**src/hdl/cce_pkg.sv**
```systemverilog
// Shared types and constants for the contour curvature endpoint finder.
package cce_pkg;

    localparam int COORD_BITS = 12;
    localparam int IDX_OUT_W  = 12;
    localparam int DIFF_W     = COORD_BITS + 1;
    localparam int PROD_W     = 2 * DIFF_W;
    localparam int DOT_W      = PROD_W + 1;
    localparam int LSCALE_W   = 8;
    localparam int MSEG_W     = 12;
    localparam int CFG_DATA_W = 12;
    localparam int CFG_IDX_W  = 1;

    localparam logic [CFG_IDX_W-1:0] REG_LENGTH_SCALE = 1'b0;
    localparam logic [CFG_IDX_W-1:0] REG_MIN_SEGMENTS = 1'b1;

    localparam logic [LSCALE_W-1:0] LSCALE_RESET = 8'd5;
    localparam logic [MSEG_W-1:0]   MSEG_RESET   = 12'd100;

    localparam logic [1:0] STATUS_OK       = 2'd0;
    localparam logic [1:0] STATUS_TOO_FEW  = 2'd1;
    localparam logic [1:0] STATUS_OVERFLOW = 2'd2;

    // Dot products must fall below this to count as a curvature extremum.
    localparam logic signed [DOT_W-1:0] CURVY_LIMIT = DOT_W'(1000);

    typedef logic [COORD_BITS-1:0] coord_t;

    typedef struct packed {
        logic   last;
        coord_t point_y;
        coord_t point_x;
    } in_item_t;

    typedef struct packed {
        logic [1:0]           status;
        logic [IDX_OUT_W-1:0] tail_index;
        logic [IDX_OUT_W-1:0] head_index;
        coord_t               tail_x;
        coord_t               tail_y;
        coord_t               head_x;
        coord_t               head_y;
    } out_item_t;

    typedef struct packed {
        logic   start;
        coord_t cen_x;
        coord_t cen_y;
        coord_t ahd_x;
        coord_t ahd_y;
        coord_t bhd_x;
        coord_t bhd_y;
    } curv_req_t;

    typedef struct packed {
        logic                    done;
        logic signed [DOT_W-1:0] dot;
        logic                    cross_pos;
    } curv_res_t;

endpackage

```
**src/hdl/cce_curv.sv**
```systemverilog
// Curvature unit: dot product and cross sign of ahead and behind vectors on one multiplier.
module cce_curv (
    input  logic                aclk,
    input  logic                aresetn,
    input  cce_pkg::curv_req_t  req,
    output cce_pkg::curv_res_t  res
);
    import cce_pkg::*;

    localparam logic [2:0] ST_IDLE  = 3'd0;
    localparam logic [2:0] ST_XX    = 3'd1;
    localparam logic [2:0] ST_YY    = 3'd2;
    localparam logic [2:0] ST_XY    = 3'd3;
    localparam logic [2:0] ST_YX    = 3'd4;
    localparam logic [2:0] ST_CROSS = 3'd5;

    logic [2:0]               step_reg, step_next;
    logic                     done_reg;
    logic signed [DIFF_W-1:0] ax_reg, ay_reg, bx_reg, by_reg;
    logic signed [DIFF_W-1:0] op_a, op_b;
    logic signed [PROD_W-1:0] prod_reg, prod_next;
    logic signed [DOT_W-1:0]  acc_reg, dot_reg, cross_val;
    logic                     cross_reg;

    function automatic logic signed [DIFF_W-1:0] diff(coord_t a, coord_t b);
        return $signed({1'b0, a}) - $signed({1'b0, b});
    endfunction

    // Pick the operand pair for the current product.
    always_comb begin
        unique case (step_reg)
            ST_XX:   begin op_a = ax_reg; op_b = bx_reg; end
            ST_YY:   begin op_a = ay_reg; op_b = by_reg; end
            ST_XY:   begin op_a = ax_reg; op_b = by_reg; end
            ST_YX:   begin op_a = ay_reg; op_b = bx_reg; end
            default: begin op_a = ax_reg; op_b = bx_reg; end
        endcase
    end

    assign prod_next = op_a * op_b;
    assign cross_val = acc_reg - DOT_W'(prod_reg);

    always_comb begin
        step_next = step_reg;
        unique case (step_reg)
            ST_IDLE:  if (req.start) begin
                step_next = ST_XX;
            end
            ST_XX:    step_next = ST_YY;
            ST_YY:    step_next = ST_XY;
            ST_XY:    step_next = ST_YX;
            ST_YX:    step_next = ST_CROSS;
            ST_CROSS: step_next = ST_IDLE;
            default:  step_next = ST_IDLE;
        endcase
    end

    always_ff @(posedge aclk) begin
        if (!aresetn) begin
            step_reg <= ST_IDLE;
            done_reg <= 1'b0;
        end else begin
            step_reg <= step_next;
            done_reg <= (step_reg == ST_CROSS);
        end
    end

    always_ff @(posedge aclk) begin
        if (step_reg == ST_IDLE && req.start) begin
            ax_reg <= diff(req.ahd_x, req.cen_x);
            ay_reg <= diff(req.ahd_y, req.cen_y);
            bx_reg <= diff(req.cen_x, req.bhd_x);
            by_reg <= diff(req.cen_y, req.bhd_y);
        end
        prod_reg <= prod_next;
        if (step_reg == ST_YY || step_reg == ST_YX) begin
            acc_reg <= DOT_W'(prod_reg);
        end
        if (step_reg == ST_XY) begin
            dot_reg <= acc_reg + DOT_W'(prod_reg);
        end
        if (step_reg == ST_CROSS) begin
            cross_reg <= (cross_val > 0);
        end
    end

    assign res.done      = done_reg;
    assign res.dot       = dot_reg;
    assign res.cross_pos = cross_reg;

endmodule

```
**config.mk**
```make
export PLATFORM = sky130hd
export DESIGN_NAME = cce_curv
export DESIGN_NICKNAME = d
export VERILOG_FILES = /design/src/hdl/cce_pkg.sv /design/src/hdl/cce_curv.sv
export SDC_FILE = /design/constraint.sdc
export NUM_CORES = 1
export LEC_CHECK = 0
export ABC_AREA = 1
export BUFFER_PORTS_ARGS = -buffer_cell sky130_fd_sc_hd__clkbuf_2
export CORE_MARGIN = 2
export CORE_UTILIZATION = 58
export CTS_BUF_LIST = sky130_fd_sc_hd__clkbuf_8
export DETAILED_ROUTE_END_ITERATION = 12
export PLACE_DENSITY = 0.77
export RECOVER_POWER = 25
export SYNTH_ARGS = -nofsm -noshare
export SYNTH_HDL_FRONTEND = slang
export SYNTH_SLANG_ARGS = --single-unit
```
**constraint.sdc**
```tcl
create_clock -name aclk -period 7.1 [get_ports aclk]
set_clock_uncertainty 0.1 [all_clocks]
set_input_delay 1.42 -clock aclk [delete_from_list [all_inputs] [get_ports aclk]]
set_output_delay 1.42 -clock aclk [all_outputs]
set_load 0.005 [all_outputs]
```
==> summary.md <==
| Metric | Value |
|---|---|
| Status | `complete, but fails checks` |
| Failing checks | `max-capacitance violations, max-slew violations` |
| Antenna-violating nets left | `0` |
| DP Worst Slack | `between 0.3 and 0.4 ns` |
| Cts hold-fix bufs | `0` |
| Area leader, netlist | `fa_1` |
| Total die area | `just under 30,000 um2` |
| Final Hold Viols | `0` |
| Register bit total from synthesis | `roughly 140` |
| PortBufs | `approximately 100` |
| IO Pins | `roughly 100` |
| Synth top area cells | `fa_1 21%, edfxtp_1 19%, ha_1 13%` |
| Post-DP HPWL | `approximately 35 mm` |
| Yosys warning total | `0` |
| Mapped Cells | `2,008` |
| Worst path max stage delay | `0.52 ns` |
| Fill cell count | `between 2,000 and 2,500` |
| Global-route wire length before repair | `roughly 67 mm` |
| Fin. max-slew vios | `28` |
| Reg2Reg Depth | `34` |
| Final wirelength | `~40 mm` |
| Top-count cell post-synth | `inv_1` |
| Max reg flops | `27` |
| Post-synth ARST share | `0%` |
| Crit start category | `flop` |
| Post-synth EDFFs | `approximately 110` |
| Clock tree buffer depth | `2` |
| Final Net Count | `2,536` |
| First-pass detailed-route iteration total | `6` |
| Period minus WS final | `6.638 ns` |
| TritonCTS Buffers | `17` |
| Largest net degree at the start of global routing | `54` |
| Fmax | `150.7 MHz` |
| All-Layer GR Usage | `between 20% and 30%` |
| Die Y | `around 170 um` |
| Crit Path Class | `reg -> reg` |
| Worst slew margin | `-2.561%` |
| Vias per inst | `between 5 and 6` |
| Placeable Area | `27,780 um2` |
| Final Non-Filler Cells | `2,517` |
| Commonest cells post-synth | `451 x inv_1, 413 x nand2_1, 169 x nor2_1, 168 x fa_1, 167 x ha_1` |
| RSZ-0062 raised after global routing | `false` |
| Syn Area/Cell | `between 8 and 9 um2` |
| CTS root buffer | `clkbuf_8` |
| Share of layout cells above drive strength 1 | `a little over a tenth` |
| Crit. End Element | `flop` |
| Sequential fraction of the synthesis area | `~23%` |
| Drt drc | `0` |
| Antenna Cells | `0` |
| RR Startpoint | `step_reg[1]` |
| Worst min path class | `reg -> reg` |
| Syn Nets | `2,418` |
| Slew @ Worst Pin | `around 1.5 ns` |
| CTS H-tree depth | `4` |
| Setup bufs post-CTS | `0` |
| PnR worst setup slack | `0.4622 ns` |
| Total gr overflow | `0` |
| Worst Setup EP | `prod_reg[17]` |
| Drt initial violations | `837` |
| Vias in the first global route | `13,810` |
| CP Max Fanout | `15` |
| Initial Util | `between 50 and 60%` |
| Hold path start | `prod_reg[5]` |
| P&R area growth vs syn | `8.716%` |
| Final setup TNS | `0 ns` |
| Num rows | `61` |
| Worst reg2reg endpoint | `prod_reg[17]` |
| Top_reg_cell synth | `edfxtp_1` |
| Most frequent CP cell | `nand2_1` |
| Worst skew pair latency | `about 0.47 ns` |
| Dpl cells | `about 2,500` |
| Final setup vio count | `0` |
| CTS tree | `done` |
| Synthesized cell area | `16,370 um2` |
| WP data arrival | `6.94 ns` |
| Worst Setup SP | `step_reg[1]` |
| CP max-delay cell | `fa_1` |
| Clk pin slew, worst setup/hold paths | `around 0.090 ns` |
| GPL Wtd Cong | `~0.98` |
| Area share of the largest cell type after synthesis | `roughly a fifth` |
| Chip width | `around 170 um` |
| Max cap viols | `1` |
| Via count of the routed design | `13,170` |
| Post_cts resized | `0` |
| Initial antenna violation count | `0` |
| Crit path required time | `about 7.4 ns` |
| DR WL/cell | `16.27 um` |
| Number of distinct library cells after synthesis | `between 40 and 50` |
| Period utilization | `93.49%` |
| # clock sinks | `around 140` |
| R2R Setup Slk | `0.46 ns` |
## metrics by stage
step	util (%)	instance area, um2	hold slack, ns
final	64.04	17790	0.3601
after global routing	64.04	17790	0.3841
after CTS	64.02	17780	0.3642
after detailed placement	62.57	17380	0.3547
after global placement	62.57	17380	0.3505
after floorplan	-	16370	0.3367
## logic make-up after synthesis
logic type,after synthesis,share of synthesized area (%)
buffers and inverters,505,11.90
flip-flops,136,23.12
AND/OR/NAND/NOR,718,18.37
adder cells (fa/ha/maj),335,33.32
XOR/XNOR,96,5.138
AO/OA/AOI/OAI,218,8.150
## cell type report
type	instances	area [um2]	area share, %
tap	378	473.0	2.658
multi-input combinational	1367	10660	59.89
clock buffer	20	275.3	1.547
sequential	136	3784	21.27
inverter	479	1803	10.13
timing repair buffer	125	673.1	3.783
clock inverter	12	127.6	0.7173
## metal layers
metal | up-vias | wire [um] | global-route usage, %
li1 | 6447 | - | -
met1 | 6229 | 16220 | 33.92
met5 | - | 0 | 0
met3 | 102 | 1832 | 3.983
met2 | 396 | 21110 | 55.35
met4 | 0 | 1786 | 12.64
## layout by cell type (no fill, tap or decap), types with 30 or more instances in the layout
master	n
ha_1	167
clkbuf_2	100
edfxtp_1	106
nor2_1	168
inv_1	452
nand3_1	55
xor2_1	69
a21oi_1	102
nand2_1	413
fa_1	168
o21ai_0	43
dfxtp_1	30
## critical path: cells and delay by family, from the launching register on
| family | cells | cell delay, ns |
|---|---|---|
| xor+xnor | 1 | 0.15 |
| simple gates | 15 | 1.55 |
| buf+inv | 8 | 0.86 |
| flops | 1 | 0.40 |
| compound gates | 2 | 0.37 |
| fa+ha+maj | 8 | 3.12 |
## worst min path at each step
stage / to / slack [ns] / cells after the start
CTS: acc_reg[5] / 0.36 / 0
detailed placement: acc_reg[9] / 0.35 / 0
global placement: acc_reg[9] / 0.35 / 0
floorplan: acc_reg[10] / 0.34 / 0
global route: acc_reg[13] / 0.38 / 0
finish: acc_reg[5] / 0.36 / 0
Power is not shown: default switching activity piles up to over one toggle a cycle in this logic, so the estimate is an artifact.
