<file path="config.mk">
export PLATFORM = sky130hd
export DESIGN_NAME = cce_ram
export DESIGN_NICKNAME = d
export VERILOG_FILES = /design/src/hdl/cce_ram.sv
export SDC_FILE = /design/constraint.sdc
export NUM_CORES = 1
export LEC_CHECK = 0
export BUFFER_PORTS_ARGS = -buffer_cell sky130_fd_sc_hd__buf_2
export CORE_MARGIN = 5
export CORE_UTILIZATION = 45
export CTS_CLUSTER_SIZE = 12
export DETAILED_ROUTE_END_ITERATION = 8
export GPL_TIMING_DRIVEN = 0
export HOLD_SLACK_MARGIN = 0.03
export RECOVER_POWER = 25
export SLEW_MARGIN = 40
export SYNTH_ARGS = -nofsm -noshare
export SYNTH_HDL_FRONTEND = slang
export SYNTH_SLANG_ARGS = --single-unit
</file>
<file path="constraint.sdc">
create_clock -name aclk -period 2 [get_ports aclk]
set_input_delay 0.1 -clock aclk [delete_from_list [all_inputs] [get_ports aclk]]
set_output_delay 0.1 -clock aclk [all_outputs]
set_load 0.05 [all_outputs]
</file>
<file path="src/hdl/cce_ram.sv">
// Generic simple dual-port RAM with one write port and a registered read port.
module cce_ram #(
    parameter int WIDTH = 8,
    parameter int DEPTH = 16,
    localparam int AW = $clog2(DEPTH)
) (
    input  logic             aclk,
    input  logic             we,
    input  logic [AW-1:0]    waddr,
    input  logic [WIDTH-1:0] wdata,
    input  logic [AW-1:0]    raddr,
    output logic [WIDTH-1:0] rdata
);

    logic [WIDTH-1:0] mem [DEPTH];
    logic [WIDTH-1:0] rdata_reg;

    always_ff @(posedge aclk) begin
        if (we) begin
            mem[waddr] <= wdata;
        end
        rdata_reg <= mem[raddr];
    end

    assign rdata = rdata_reg;

endmodule

</file>
==> results of run 1 <==
Yosys cell counts, types with 2 or more instances:
cell type,count
sky130_fd_sc_hd__a22oi_1,16
sky130_fd_sc_hd__buf_2,3
sky130_fd_sc_hd__buf_6,3
sky130_fd_sc_hd__clkdlybuf4s25_2,3
sky130_fd_sc_hd__dfxtp_1,8
sky130_fd_sc_hd__edfxtp_1,128
sky130_fd_sc_hd__mux4_1,14
sky130_fd_sc_hd__mux4_2,18
sky130_fd_sc_hd__nand2_1,9
sky130_fd_sc_hd__nand2b_1,2
sky130_fd_sc_hd__nand3b_1,2
sky130_fd_sc_hd__nor2_1,13
sky130_fd_sc_hd__nor3_1,4
final timing paths:
path                                      startpoint  slack [ns]  depth (start not counted)                    to
worst min register to register   mem[8][2]$_DFFE_PP_        0.68                          3      rdata[2]$_DFF_P_
worst max-delay path            mem[15][7]$_DFFE_PP_        0.59                          3      rdata[7]$_DFF_P_
worst min-delay path                        wdata[1]        0.11                          1  mem[14][1]$_DFFE_PP_
worst max register to register  mem[15][7]$_DFFE_PP_        0.59                          3      rdata[7]$_DFF_P_
cell families after synthesis:
family	Yosys count	synth area share, %
AND/OR/NAND/NOR	35	3.18
AO/OA/AOI/OAI	16	2.33
buffers and inverters	10	1.68
multiplexers	32	15.0
flip-flops	136	77.8
layer usage:
layer | share of wire, % | GRT usage (%) | routed length [um]
met1 | 45 | 21.8 | 4350
met2 | 49 | 23.9 | 4730
met3 | 4.4 | 4.63 | 420
met4 | 1.5 | 6.19 | 142
met5 | 0 | 0 | 0
power groups by stage:
stage | Combinational (uW) | Clock (uW) | Sequential, uW
2_1_floorplan | 162 | 0 | 3330
3_3_place_gp | 366 | 0 | 3260
3_5_place_dp | 374 | 0 | 3260
4_1_cts | 374 | 3180 | 3200
5_1_grt | 392 | 3330 | 3210
6_report | 366 | 3130 | 3200
per-stage QoR:
step,hold slack (ns),utilization [%],cell area (sq um)
after floorplan,0.199,-,5150
after global placement,0.498,48.1,5450
after detailed placement,0.510,48.3,5470
after CTS,0.0719,53.5,6060
after global routing,0.106,53.5,6060
final,0.111,53.5,6060
area by class of cell:
cell class / instances / area [sq um] / area share, %
well taps: 143 / 179 / 2.95
plain buffers: 10 / 86.3 / 1.43
flip-flops and latches: 136 / 4000 / 66.1
clock inverters: 11 / 154 / 2.54
repair buffers: 24 / 114 / 1.88
clock buffers: 21 / 440 / 7.27
multi-input cells: 83 / 1080 / 17.8
==> Flow_metrics.wiki, run 1 <==
{| class="wikitable"
! Metric !! Value
|-
| Run status || finished, final reports clean
|-
| Average detailed-routed wire length per instance || between 20 and 25 um
|-
| Async set or reset register ratio after synthesis || 0%
|-
| Number of antenna violations at the first check in global routing || 0
|-
| Worst path max stage delay || 0.50 ns
|-
| Most frequent standard cell in the layout excluding fill and tap cells || sky130_fd_sc_hd__edfxtp_1
|-
| Maximum vdd drop || roughly 0.00060 V
|-
| Data arrival time of the worst path || 1.68 ns
|-
| Wire length of the first global-routing pass || approximately 14000 um
|-
| TritonCTS clock tree || yes
|-
| Die outline height || 117 um
|-
| Critical path peak fanout || 1
|-
| Clock network power share || 46.7%
|-
| Predominant post-synthesis flop cell || sky130_fd_sc_hd__edfxtp_1
|-
| Via-per-instance ratio || 5.39
|-
| I/O pin count || 26
|-
| Crit. End Element || flip-flop
|-
| Ordered list of cells on the worst path || mux4_2 > a22oi_1 > nand2_1
|-
| Detailed Route Iter0 Violations || 143
|-
| Syn-to-layout area delta || 17.7%
|-
| Post-CTS Setup Repair Bufs || 0
|-
| Cell-internal power || 5380 uW
|-
| Die width || 117 um
|-
| Power share of the sequential group || 47.8%
|-
| Floorplan die area || 13700 sq um
|-
| TritonCTS Buffers || 17
|-
| Root Driver || sky130_fd_sc_hd__clkbuf_16
|-
| Effective utilization at floorplan || 45.5%
|-
| Yosys reg bits || 136
|-
| Switching power share of the total || between 10% and 20%
|-
| Power density normalized to cell area || between 1000 and 1500 nW/um^2
|-
| Required time of the critical path || about 2.3 ns
|-
| Max-cap viol count || 0
|-
| Clock insertion delay at the later pin of the skew report || 0.41 ns
|-
| Number of flip-flops in the largest register || 128
|-
| Length of the first detailed-routing pass in iterations || 4
|-
| Via count of the routed design || roughly 2300
|-
| RSZ-0062 raised after global routing || false
|-
| Setup Crit Path Kind || reg2reg
|-
| Average instance area after synthesis || approximately 22 sq um
|-
| Post-layout minimum cycle time || between 1 and 1.5 ns
|-
| Pin count of the biggest net entering global routing || 17
|-
| Number of enable-type register cells in the synthesized netlist || 128
|-
| Deepest clock path buffer count || 2
|-
| Reported net switching power || 1320 uW
|-
| Proportion of layout cells with a drive suffix above 1 || 27.4%
|-
| Number of filler cells placed in the layout || 903
|-
| IO Port Bufs || 24
|-
| DR DRC count || 0
|-
| DRT Wirelength || approximately 9600 um
|-
| Row Count || 39
|-
| Total negative slack || 0 ns
|-
| GR Util All Layers || roughly 16%
|-
| Leak || 0.00202 uW
|-
| Clk sink count || 136
|-
| Worst slew slack as a fraction of its limit || 46.7%
|-
| Register area share after synthesis || just under 80%
|-
| Combinational share of power || 5.5%
|-
| Layout Cells excl Fill || ~430
|-
| Startpoint type of the worst setup path || flip-flop
|-
| Total number of nets in the final design || 290
|-
| Buffers and inverters on the worst path || 0
|-
| Detailed placer's ending HPWL || 6100 um
|-
| Number of standard cells after synthesis || 229
|-
| Top cells by area in the synthesized netlist || sky130_fd_sc_hd__edfxtp_1 75%, sky130_fd_sc_hd__mux4_2 7.9%, sky130_fd_sc_hd__mux4_1 7.1%
|-
| Core Footprint || 11300 sq um
|-
| Synth Cell Area || ~5000 sq um
|-
| Number of distinct library cell variants in the gate-level netlist after synthesis || 19
|-
| Slew at the pin with the worst max-slew slack || 0.797 ns
|-
| Number of warnings printed during yosys synthesis || 0
|-
| Type of the most critical hold path || in2reg
|-
| Post-detailed-route count of antenna-violating nets || 0
|-
| Post-CTS sizing || 0
|-
| Most frequent cells in the layout || 128 x sky130_fd_sc_hd__edfxtp_1, 22 x sky130_fd_sc_hd__buf_2, 18 x sky130_fd_sc_hd__mux4_2, 17 x sky130_fd_sc_hd__clkbuf_16, 16 x sky130_fd_sc_hd__a22oi_1
|-
| Setup slack of the critical path after layout || 0.588 ns
|-
| Slowest stage cell on the critical path || sky130_fd_sc_hd__mux4_2
|-
| Count of inserted antenna diode cells || 0
|-
| Gpl congestion || approximately 0.74
|-
| Worst slack at placement || 0.199 ns
|-
| Total number of H-tree levels || 4
|-
| Vias in the first global route || 2347
|-
| Syn_nets || 247
|-
| GR Overflow Total || 0
|-
| Count of final hold-check violations || 0
|-
| Pins Over Slew Limit || 0
|-
| CP top delay family || multiplexers
|-
| Clock transition at path regs || 0.05 ns
|-
| Share of the clock period used by the worst path || between 70% and 80%
|-
| Yosys top cell by area || sky130_fd_sc_hd__edfxtp_1
|-
| Final setup violating endpoints || 0
|-
| Fin Clk Skew || 0.00637 ns
|-
| Sum of internal, switching and leakage power || 6700 uW
|-
| Fmax || 708 MHz
|-
| Top cell type's share of synthesized area || 74.7%
|-
| Hold Buf Count CTS || 0
|-
| Placed cell count || 396
|}
Note: power is estimated with default switching activity, not from simulation.
==> run 2: changes to the inputs <==
--- a/config.mk
+++ b/config.mk
@@ -5,6 +5,7 @@
 export SDC_FILE = /design/constraint.sdc
 export NUM_CORES = 1
 export LEC_CHECK = 0
+export ABC_AREA = 1
 export BUFFER_PORTS_ARGS = -buffer_cell sky130_fd_sc_hd__buf_2
 export CORE_MARGIN = 5
 export CORE_UTILIZATION = 45
==> constraint.sdc (replaced) <==
create_clock -name aclk -period 1.18 [get_ports aclk]
set_input_delay 0.059 -clock aclk [delete_from_list [all_inputs] [get_ports aclk]]
set_output_delay 0.059 -clock aclk [all_outputs]
set_load 0.05 [all_outputs]
==> run 2 against run 1 <==
  * Synthesized cell count grew 140%
  * Clock power is 59% higher
  * Final cell count rose by 82%
  * Register-to-register slack got worse by 0.46 ns
  * Sequential share of layout area is 6.0 points lower
  * First-iteration DRC count grew to 2.6 times the previous value
  * Wire length up 42%
  * Synthesized area increased by 12%
  * Non-clock buffer count grew 12
  * Utilization down 0.53 points
  * Critical path type is now in2reg
  * Critical endpoint is now mem[1][0]$_DFFE_PP_
  * Largest cell class unchanged
==> Flow_metrics.wiki, run 2 <==
{| class="wikitable"
! Metric !! Value
|-
| Power density normalized to cell area || 1680 nW/um^2
|-
| Proportion of layout cells with a drive suffix above 1 || about an eighth
|-
| Pins Over Slew Limit || 0
|-
| Number of antenna violations at the first check in global routing || 0
|-
| Yosys top cell by area || sky130_fd_sc_hd__edfxtp_1
|-
| Syn-to-layout area delta || 15.4%
|-
| Area fraction in compound gates after synthesis || 0%
|-
| Post-layout minimum cycle time || 1.09 ns
|-
| Register area share after synthesis || 69.4%
|-
| Ranking of synthesized cells by instance count || 173 x sky130_fd_sc_hd__nand2_1, 128 x sky130_fd_sc_hd__edfxtp_1, 100 x sky130_fd_sc_hd__inv_1, 97 x sky130_fd_sc_hd__nand3_1, 17 x sky130_fd_sc_hd__nor2_1
|-
| Clk sink count || 136
|-
| Post-Synth XOR/XNOR Area || 0%
|-
| Max-cap viol count || 0
|-
| Top cells by area in the synthesized netlist || sky130_fd_sc_hd__edfxtp_1 67%, sky130_fd_sc_hd__nand2_1 11%, sky130_fd_sc_hd__nand3_1 8.4%
|-
| Data arrival time of the worst path || 1.13 ns
|-
| RSZ-0062 raised after global routing || false
|-
| Total negative slack || 0 ns
|-
| Buffers and inverters on the worst path || 1
|-
| DRT Wirelength || 13700 um
|-
| Pin count of the biggest net entering global routing || 17
|-
| Required time of the critical path || 1.22 ns
|-
| Final setup violating endpoints || 0
|-
| Worst slew slack as a fraction of its limit || about two fifths
|-
| Die width || between 100 and 150 um
|-
| Root Driver || sky130_fd_sc_hd__clkbuf_16
|-
| Most frequent cells in the layout || 173 x sky130_fd_sc_hd__nand2_1, 128 x sky130_fd_sc_hd__edfxtp_1, 100 x sky130_fd_sc_hd__inv_1, 97 x sky130_fd_sc_hd__nand3_1, 30 x sky130_fd_sc_hd__buf_2
|-
| Setup slack of the critical path after layout || 0.0919 ns
|-
| Deepest clock path buffer count || 2
|-
| Post-detailed-route count of antenna-violating nets || 0
|-
| Ordered list of cells on the worst path || buf_2 > nor2_1 > nand2_1 > nor2_1
|-
| Floorplan die area || roughly 15000 sq um
|-
| TritonCTS Buffers || 17
|-
| I/O pin count || 26
|-
| Via-per-instance ratio || between 4 and 5
|-
| Via count of the routed design || 3812
|-
| Number of filler cells placed in the layout || around 1100
|-
| Power share of the sequential group || 48.5%
|-
| GR Overflow Total || 0
|-
| Number of distinct library cell variants in the gate-level netlist after synthesis || 12
|-
| GR Util All Layers || approximately a fifth
|-
| Worst path max stage delay || 0.70 ns
|-
| IO Port Bufs || 22
|-
| Count of final hold-check violations || 0
|-
| Predominant post-synthesis flop cell || sky130_fd_sc_hd__edfxtp_1
|-
| Synth Cell Area || 5770 sq um
|-
| Type of the most critical hold path || in2reg
|-
| Fmax || 919 MHz
|-
| Total number of H-tree levels || 4
|-
| Fin Clk Skew || ~0.0044 ns
|-
| Hold Buf Count CTS || 0
|-
| Core Footprint || 12600 sq um
|-
| Number of warnings printed during yosys synthesis || 0
|-
| Cell with the most instances after synthesis || sky130_fd_sc_hd__nand2_1
|-
| Die outline height || 123 um
|-
| Area fraction in and, or, nand and nor cells after synthesis || between 20% and 30%
|-
| Setup Crit Path Kind || in2reg
|-
| Run status || finished, final reports clean
|-
| Post-CTS Setup Repair Bufs || 0
|-
| End-of-flow core utilization || 53.0%
|-
| Effective utilization at floorplan || 45.9%
|-
| Syn_nets || 569
|-
| Startpoint type of the worst setup path || primary input
|-
| Async set or reset register ratio after synthesis || 0%
|-
| Detailed placer's ending HPWL || 9060 um
|-
| Critical path peak fanout || 8
|-
| Crit. End Element || flip-flop
|-
| Number of enable-type register cells in the synthesized netlist || 128
|-
| Combinational share of power || 7.1%
|-
| Clock insertion delay at the later pin of the skew report || 0.41 ns
|-
| Sum of internal, switching and leakage power || approximately 11000 uW
|-
| Average detailed-routed wire length per instance || 17.6 um
|-
| Most frequent standard cell in the layout excluding fill and tap cells || sky130_fd_sc_hd__nand2_1
|-
| Leak || between 0.002 and 0.003 uW
|-
| Vias in the first global route || 3663
|-
| Length of the first detailed-routing pass in iterations || 7
|-
| Cell-internal power || 8670 uW
|-
| CP top delay family || simple AND/OR/NAND/NOR gates
|-
| Gpl congestion || 0.887
|-
| Synth Area in Adders || 0%
|-
| TritonCTS clock tree || yes
|-
| Count of inserted antenna diode cells || 0
|-
| Number of standard cells after synthesis || ~550
|-
| Most frequent cell on the critical path || sky130_fd_sc_hd__nor2_1
|-
| Top cell type's share of synthesized area || 66.7%
|-
| Clock transition at path regs || 0.05 ns
|-
| Clock network power share || about 44%
|-
| Main combinational cell family by area after synthesis || simple AND/OR/NAND/NOR gates
|-
| Worst slack at placement || -0.318 ns
|-
| Maximum vdd drop || between 0.001 and 0.0015 V
|-
| Detailed Route Iter0 Violations || between 300 and 400
|-
| Post-CTS sizing || 0
|-
| Reported net switching power || 2530 uW
|-
| Slew at the pin with the worst max-slew slack || 0.917 ns
|-
| Share of the clock period used by the worst path || 92.2%
|-
| Total number of nets in the final design || 610
|-
| Switching power share of the total || a little under a quarter
|-
| Slowest stage cell on the critical path || sky130_fd_sc_hd__nor2_1
|-
| Row Count || 41
|-
| Wire length of the first global-routing pass || 21000 um
|-
| Placed cell count || 745
|-
| Layout Cells excl Fill || 777
|-
| Average instance area after synthesis || 10.5 sq um
|-
| Number of flip-flops in the largest register || 128
|-
| DR DRC count || 0
|-
| Mux share of post-synthesis cell area || 0%
|-
| Yosys reg bits || 136
|}
[run 2: cell count changes after synthesis, sizes merged, moves of 16 or more]
cell	delta
a22oi	-16
nand3	+96
nand2	+164
mux4	-32
buf	+17
inv	+102
[run 2: metrics by stage]
step,hold WS [ns],cell area [sq um]
3_3_place_gp,0.474,6090
5_1_grt,0.0598,6660
2_1_floorplan,0.158,5770
4_1_cts,0.0458,6660
3_5_place_dp,0.477,6100
6_report,0.0643,6660
[run 2: cells by family after synthesis]
kind of cell | after synthesis
simple gates | 289
flops | 136
buf+inv | 126
[run 2: layout make-up]
type	instances	area (sq um)	share of cell area (%)
clock inverters	15	136	2.05
multi-input cells	289	1220	18.4
plain buffers	24	166	2.50
clock buffers	17	425	6.39
well taps	172	215	3.23
inverters	102	383	5.75
flip-flops and latches	136	4000	60.1
repair buffers	22	104	1.56
[run 2: power by group through the flow]
stage / logic [uW] / registers, uW / clock network [uW]
finish: 798 / 5430 / 4970
global route: 874 / 5440 / 5240
CTS: 798 / 5430 / 5030
detailed placement: 793 / 5530 / 0
global placement: 782 / 5520 / 0
floorplan: 381 / 5640 / 0
[run 2: layer usage]
| layer | vias to the layer above | track usage [%] | wire length [um] |
|---|---|---|---|
| li1 | 1858 | - | - |
| met1 | 1754 | 26.8 | 6010 |
| met2 | 173 | 29.3 | 6210 |
| met3 | 27 | 4.53 | 1080 |
| met4 | 0 | 8.51 | 364 |
| met5 | - | 0 | 0 |
[run 2: worst register-to-register path: stages, from the launching register on]
cell and delay (ns):
sky130_fd_sc_hd__edfxtp_1 0.36, sky130_fd_sc_hd__inv_1 0.08, sky130_fd_sc_hd__nand2_1 0.07, sky130_fd_sc_hd__nand3_1 0.12, sky130_fd_sc_hd__nand3_1 0.09, sky130_fd_sc_hd__nand3_1 0.15, sky130_fd_sc_hd__nand2_1 0.07
[run 2: worst paths after layout]
| check | start | end | slack, ns | cells after the start |
|---|---|---|---|---|
| min reg2reg | mem[9][6]$_DFFE_PP_ | rdata[6]$_DFF_P_ | 0.68 | 6 |
| max | waddr[2] | mem[1][0]$_DFFE_PP_ | 0.09 | 4 |
| max reg2reg | mem[8][1]$_DFFE_PP_ | rdata[1]$_DFF_P_ | 0.13 | 6 |
| min | raddr[2] | rdata[1]$_DFF_P_ | 0.06 | 4 |
==> run 3: changes to the inputs <==
==> constraint.sdc (replaced) <==
create_clock -name aclk -period 1.1 [get_ports aclk]
set_input_delay 0.055 -clock aclk [delete_from_list [all_inputs] [get_ports aclk]]
set_output_delay 0.055 -clock aclk [all_outputs]
set_load 0.05 [all_outputs]
==> run 3 against run 2 <==
  * Sequential power up 7.4%
  * Critical endpoint is now mem[5][2]$_DFFE_PP_
  * Utilization is essentially flat
  * Final cell count stayed put
  * Global-route usage did not move
==> Flow_metrics.wiki, run 3 (synthesis gave the netlist of run 2 again) <==
{| class="wikitable"
! Metric !! Value
|-
| TritonCTS Buffers || 17
|-
| Reported net switching power || 2720 uW
|-
| Critical path peak fanout || 8
|-
| RSZ-0062 raised after global routing || false
|-
| Footprint of the multi-input gates || between 1000 and 1500 sq um
|-
| Count of inserted antenna diode cells || 0
|-
| Power share of the sequential group || 48.5%
|-
| Core Footprint || 12600 sq um
|-
| Vias in the first global route || 3663
|-
| Syn-to-layout area delta || 15.5%
|-
| IO Port Bufs || 22
|-
| Number of filler cells placed in the layout || 1094
|-
| Setup Crit Path Kind || in2reg
|-
| Effective utilization at floorplan || 45.9%
|-
| Fmax || approximately 930 MHz
|-
| Slowest stage cell on the critical path || sky130_fd_sc_hd__nor2_1
|-
| Data arrival time of the worst path || 1.12 ns
|-
| Ordered list of cells on the worst path || buf_2 > nand3b_1 > nor2_1
|-
| Detailed Route Iter0 Violations || 377
|-
| Buffers and inverters on the worst path || 1
|-
| Post-CTS Setup Repair Bufs || 0
|-
| Hold slack final || 0.0518 ns
|-
| DR DRC count || 0
|-
| Gpl congestion || 0.887
|-
| GR Overflow Total || 0
|-
| Pins Over Slew Limit || 0
|-
| Max-cap viol count || 0
|-
| Row Count || 41
|-
| Number of antenna violations at the first check in global routing || 0
|-
| Root Driver || sky130_fd_sc_hd__clkbuf_16
|-
| Average detailed-routed wire length per instance || 17.6 um
|-
| Slew at the pin with the worst max-slew slack || 0.930 ns
|-
| Switching power share of the total || 22.7%
|-
| Clock insertion delay at the later pin of the skew report || 0.42 ns
|-
| Share of the clock period used by the worst path || 97.8%
|-
| Number of flip-flops in the largest register || roughly 130
|-
| Sequential cell area || 4000 sq um
|-
| Proportion of layout cells with a drive suffix above 1 || 12.7%
|-
| Total number of H-tree levels || 4
|-
| Detailed placer's ending HPWL || 9060 um
|-
| Total number of nets in the final design || just over 600
|-
| Worst slew slack as a fraction of its limit || 38.0%
|-
| I/O pin count || 26
|-
| Length of the first detailed-routing pass in iterations || 5
|-
| Worst path max stage delay || 0.66 ns
|-
| Clock transition at path regs || roughly 0.050 ns
|-
| Post-layout minimum cycle time || 1.08 ns
|-
| TritonCTS clock tree || yes
|-
| Via count of the routed design || 3784
|-
| Crit. End Element || flip-flop
|-
| Combinational share of power || under 10%
|-
| Die width || 123 um
|-
| Leak || 0.00287 uW
|-
| Post-detailed-route count of antenna-violating nets || 0
|-
| Power density normalized to cell area || 1810 nW/um^2
|-
| Type of the most critical hold path || in2reg
|-
| Most frequent cells in the layout || 173 x sky130_fd_sc_hd__nand2_1, 128 x sky130_fd_sc_hd__edfxtp_1, 100 x sky130_fd_sc_hd__inv_1, 97 x sky130_fd_sc_hd__nand3_1, 30 x sky130_fd_sc_hd__buf_2
|-
| Via-per-instance ratio || 4.87
|-
| Die outline height || 123 um
|-
| Run status || finished, final reports clean
|-
| Maximum vdd drop || approximately 0.0011 V
|-
| Required time of the critical path || 1.14 ns
|-
| Startpoint type of the worst setup path || primary input
|-
| CP top delay family || simple AND/OR/NAND/NOR gates
|-
| Layout Cells excl Fill || 777
|-
| Pin count of the biggest net entering global routing || 17
|-
| Clk sink count || 136
|-
| Wire length of the first global-routing pass || 21000 um
|-
| Clock network power share || 44.4%
|-
| GR Util All Layers || between 10% and 20%
|-
| DRT Wirelength || 13600 um
|-
| Count of final hold-check violations || 0
|-
| Floorplan die area || ~15000 sq um
|-
| Deepest clock path buffer count || 2
|-
| Most frequent standard cell in the layout excluding fill and tap cells || sky130_fd_sc_hd__nand2_1
|-
| Placed cell count || 745
|-
| Final setup violating endpoints || 0
|-
| Fin Clk Skew || slightly below 0.005 ns
|-
| Cell-internal power || 9300 uW
|}
[run 3: cell types whose count changed in the layout (fill, tap and decap cells not counted)]
cell and delta:
sky130_fd_sc_hd__nor2_1 -1, sky130_fd_sc_hd__nor2_2 +1
[run 3: metal layers]
| layer | track usage, % | part of all wire [%] | up-vias |
|---|---|---|---|
| li1 | - | - | 1853 |
| met1 | 26.8 | 45 | 1752 |
| met2 | 29.3 | 46 | 156 |
| met3 | 4.53 | 7.1 | 23 |
| met4 | 8.51 | 2.5 | 0 |
| met5 | 0 | 0 | - |
[run 3: repair_timing]
item / 4_1_cts / 5_1_grt
endpoints found under the setup margin: 0 / 8
hold buffers: 0 / 0
endpoints found under the hold margin: 0 / 0
gates resized for setup: 0 / 1
[run 3: worst min-delay path, delay by kind of cell]
family,cells,cell delay (ns)
buffers and inverters,1,0.15
AND/OR/NAND/NOR,3,0.23
[run 3: power by group through the flow]
stage	clock network (uW)	registers, uW	logic, uW
after global routing	5620	5840	938
after global placement	0	5930	839
after floorplan	0	6050	409
after CTS	5390	5830	856
final	5340	5830	859
after detailed placement	0	5930	851
[run 3: final timing paths]
check        cells after the start                 from                   to  slack, ns
max                              3             waddr[3]  mem[5][2]$_DFFE_PP_       0.02
min                              4             raddr[2]     rdata[1]$_DFF_P_       0.05
min reg2reg                      6  mem[9][6]$_DFFE_PP_     rdata[6]$_DFF_P_       0.68
max reg2reg                      6  mem[8][1]$_DFFE_PP_     rdata[1]$_DFF_P_       0.07
[run 3: layout make-up]
class | instances | share of cell area, %
sequential | 136 | 60.1
multi-input combinational | 289 | 18.4
clock buffer | 17 | 6.39
inverter | 102 | 5.75
tap | 172 | 3.23
buffer | 24 | 2.50
clock inverter | 15 | 2.05
timing repair buffer | 22 | 1.56
[run 3: per-stage QoR]
stage	instance area (sq um)	utilization [%]	total power (uW)	TNS (ns)	setup slack (ns)
4_1_cts	6660	53.0	12100	0	0.0392
6_report	6660	53.0	12000	0	0.0238
3_5_place_dp	6100	48.5	6780	-37.99	-0.394
5_1_grt	6660	53.0	12400	0	0.00150
2_1_floorplan	5770	-	6460	0	0.0942
3_3_place_gp	6090	48.5	6760	-38.49	-0.450
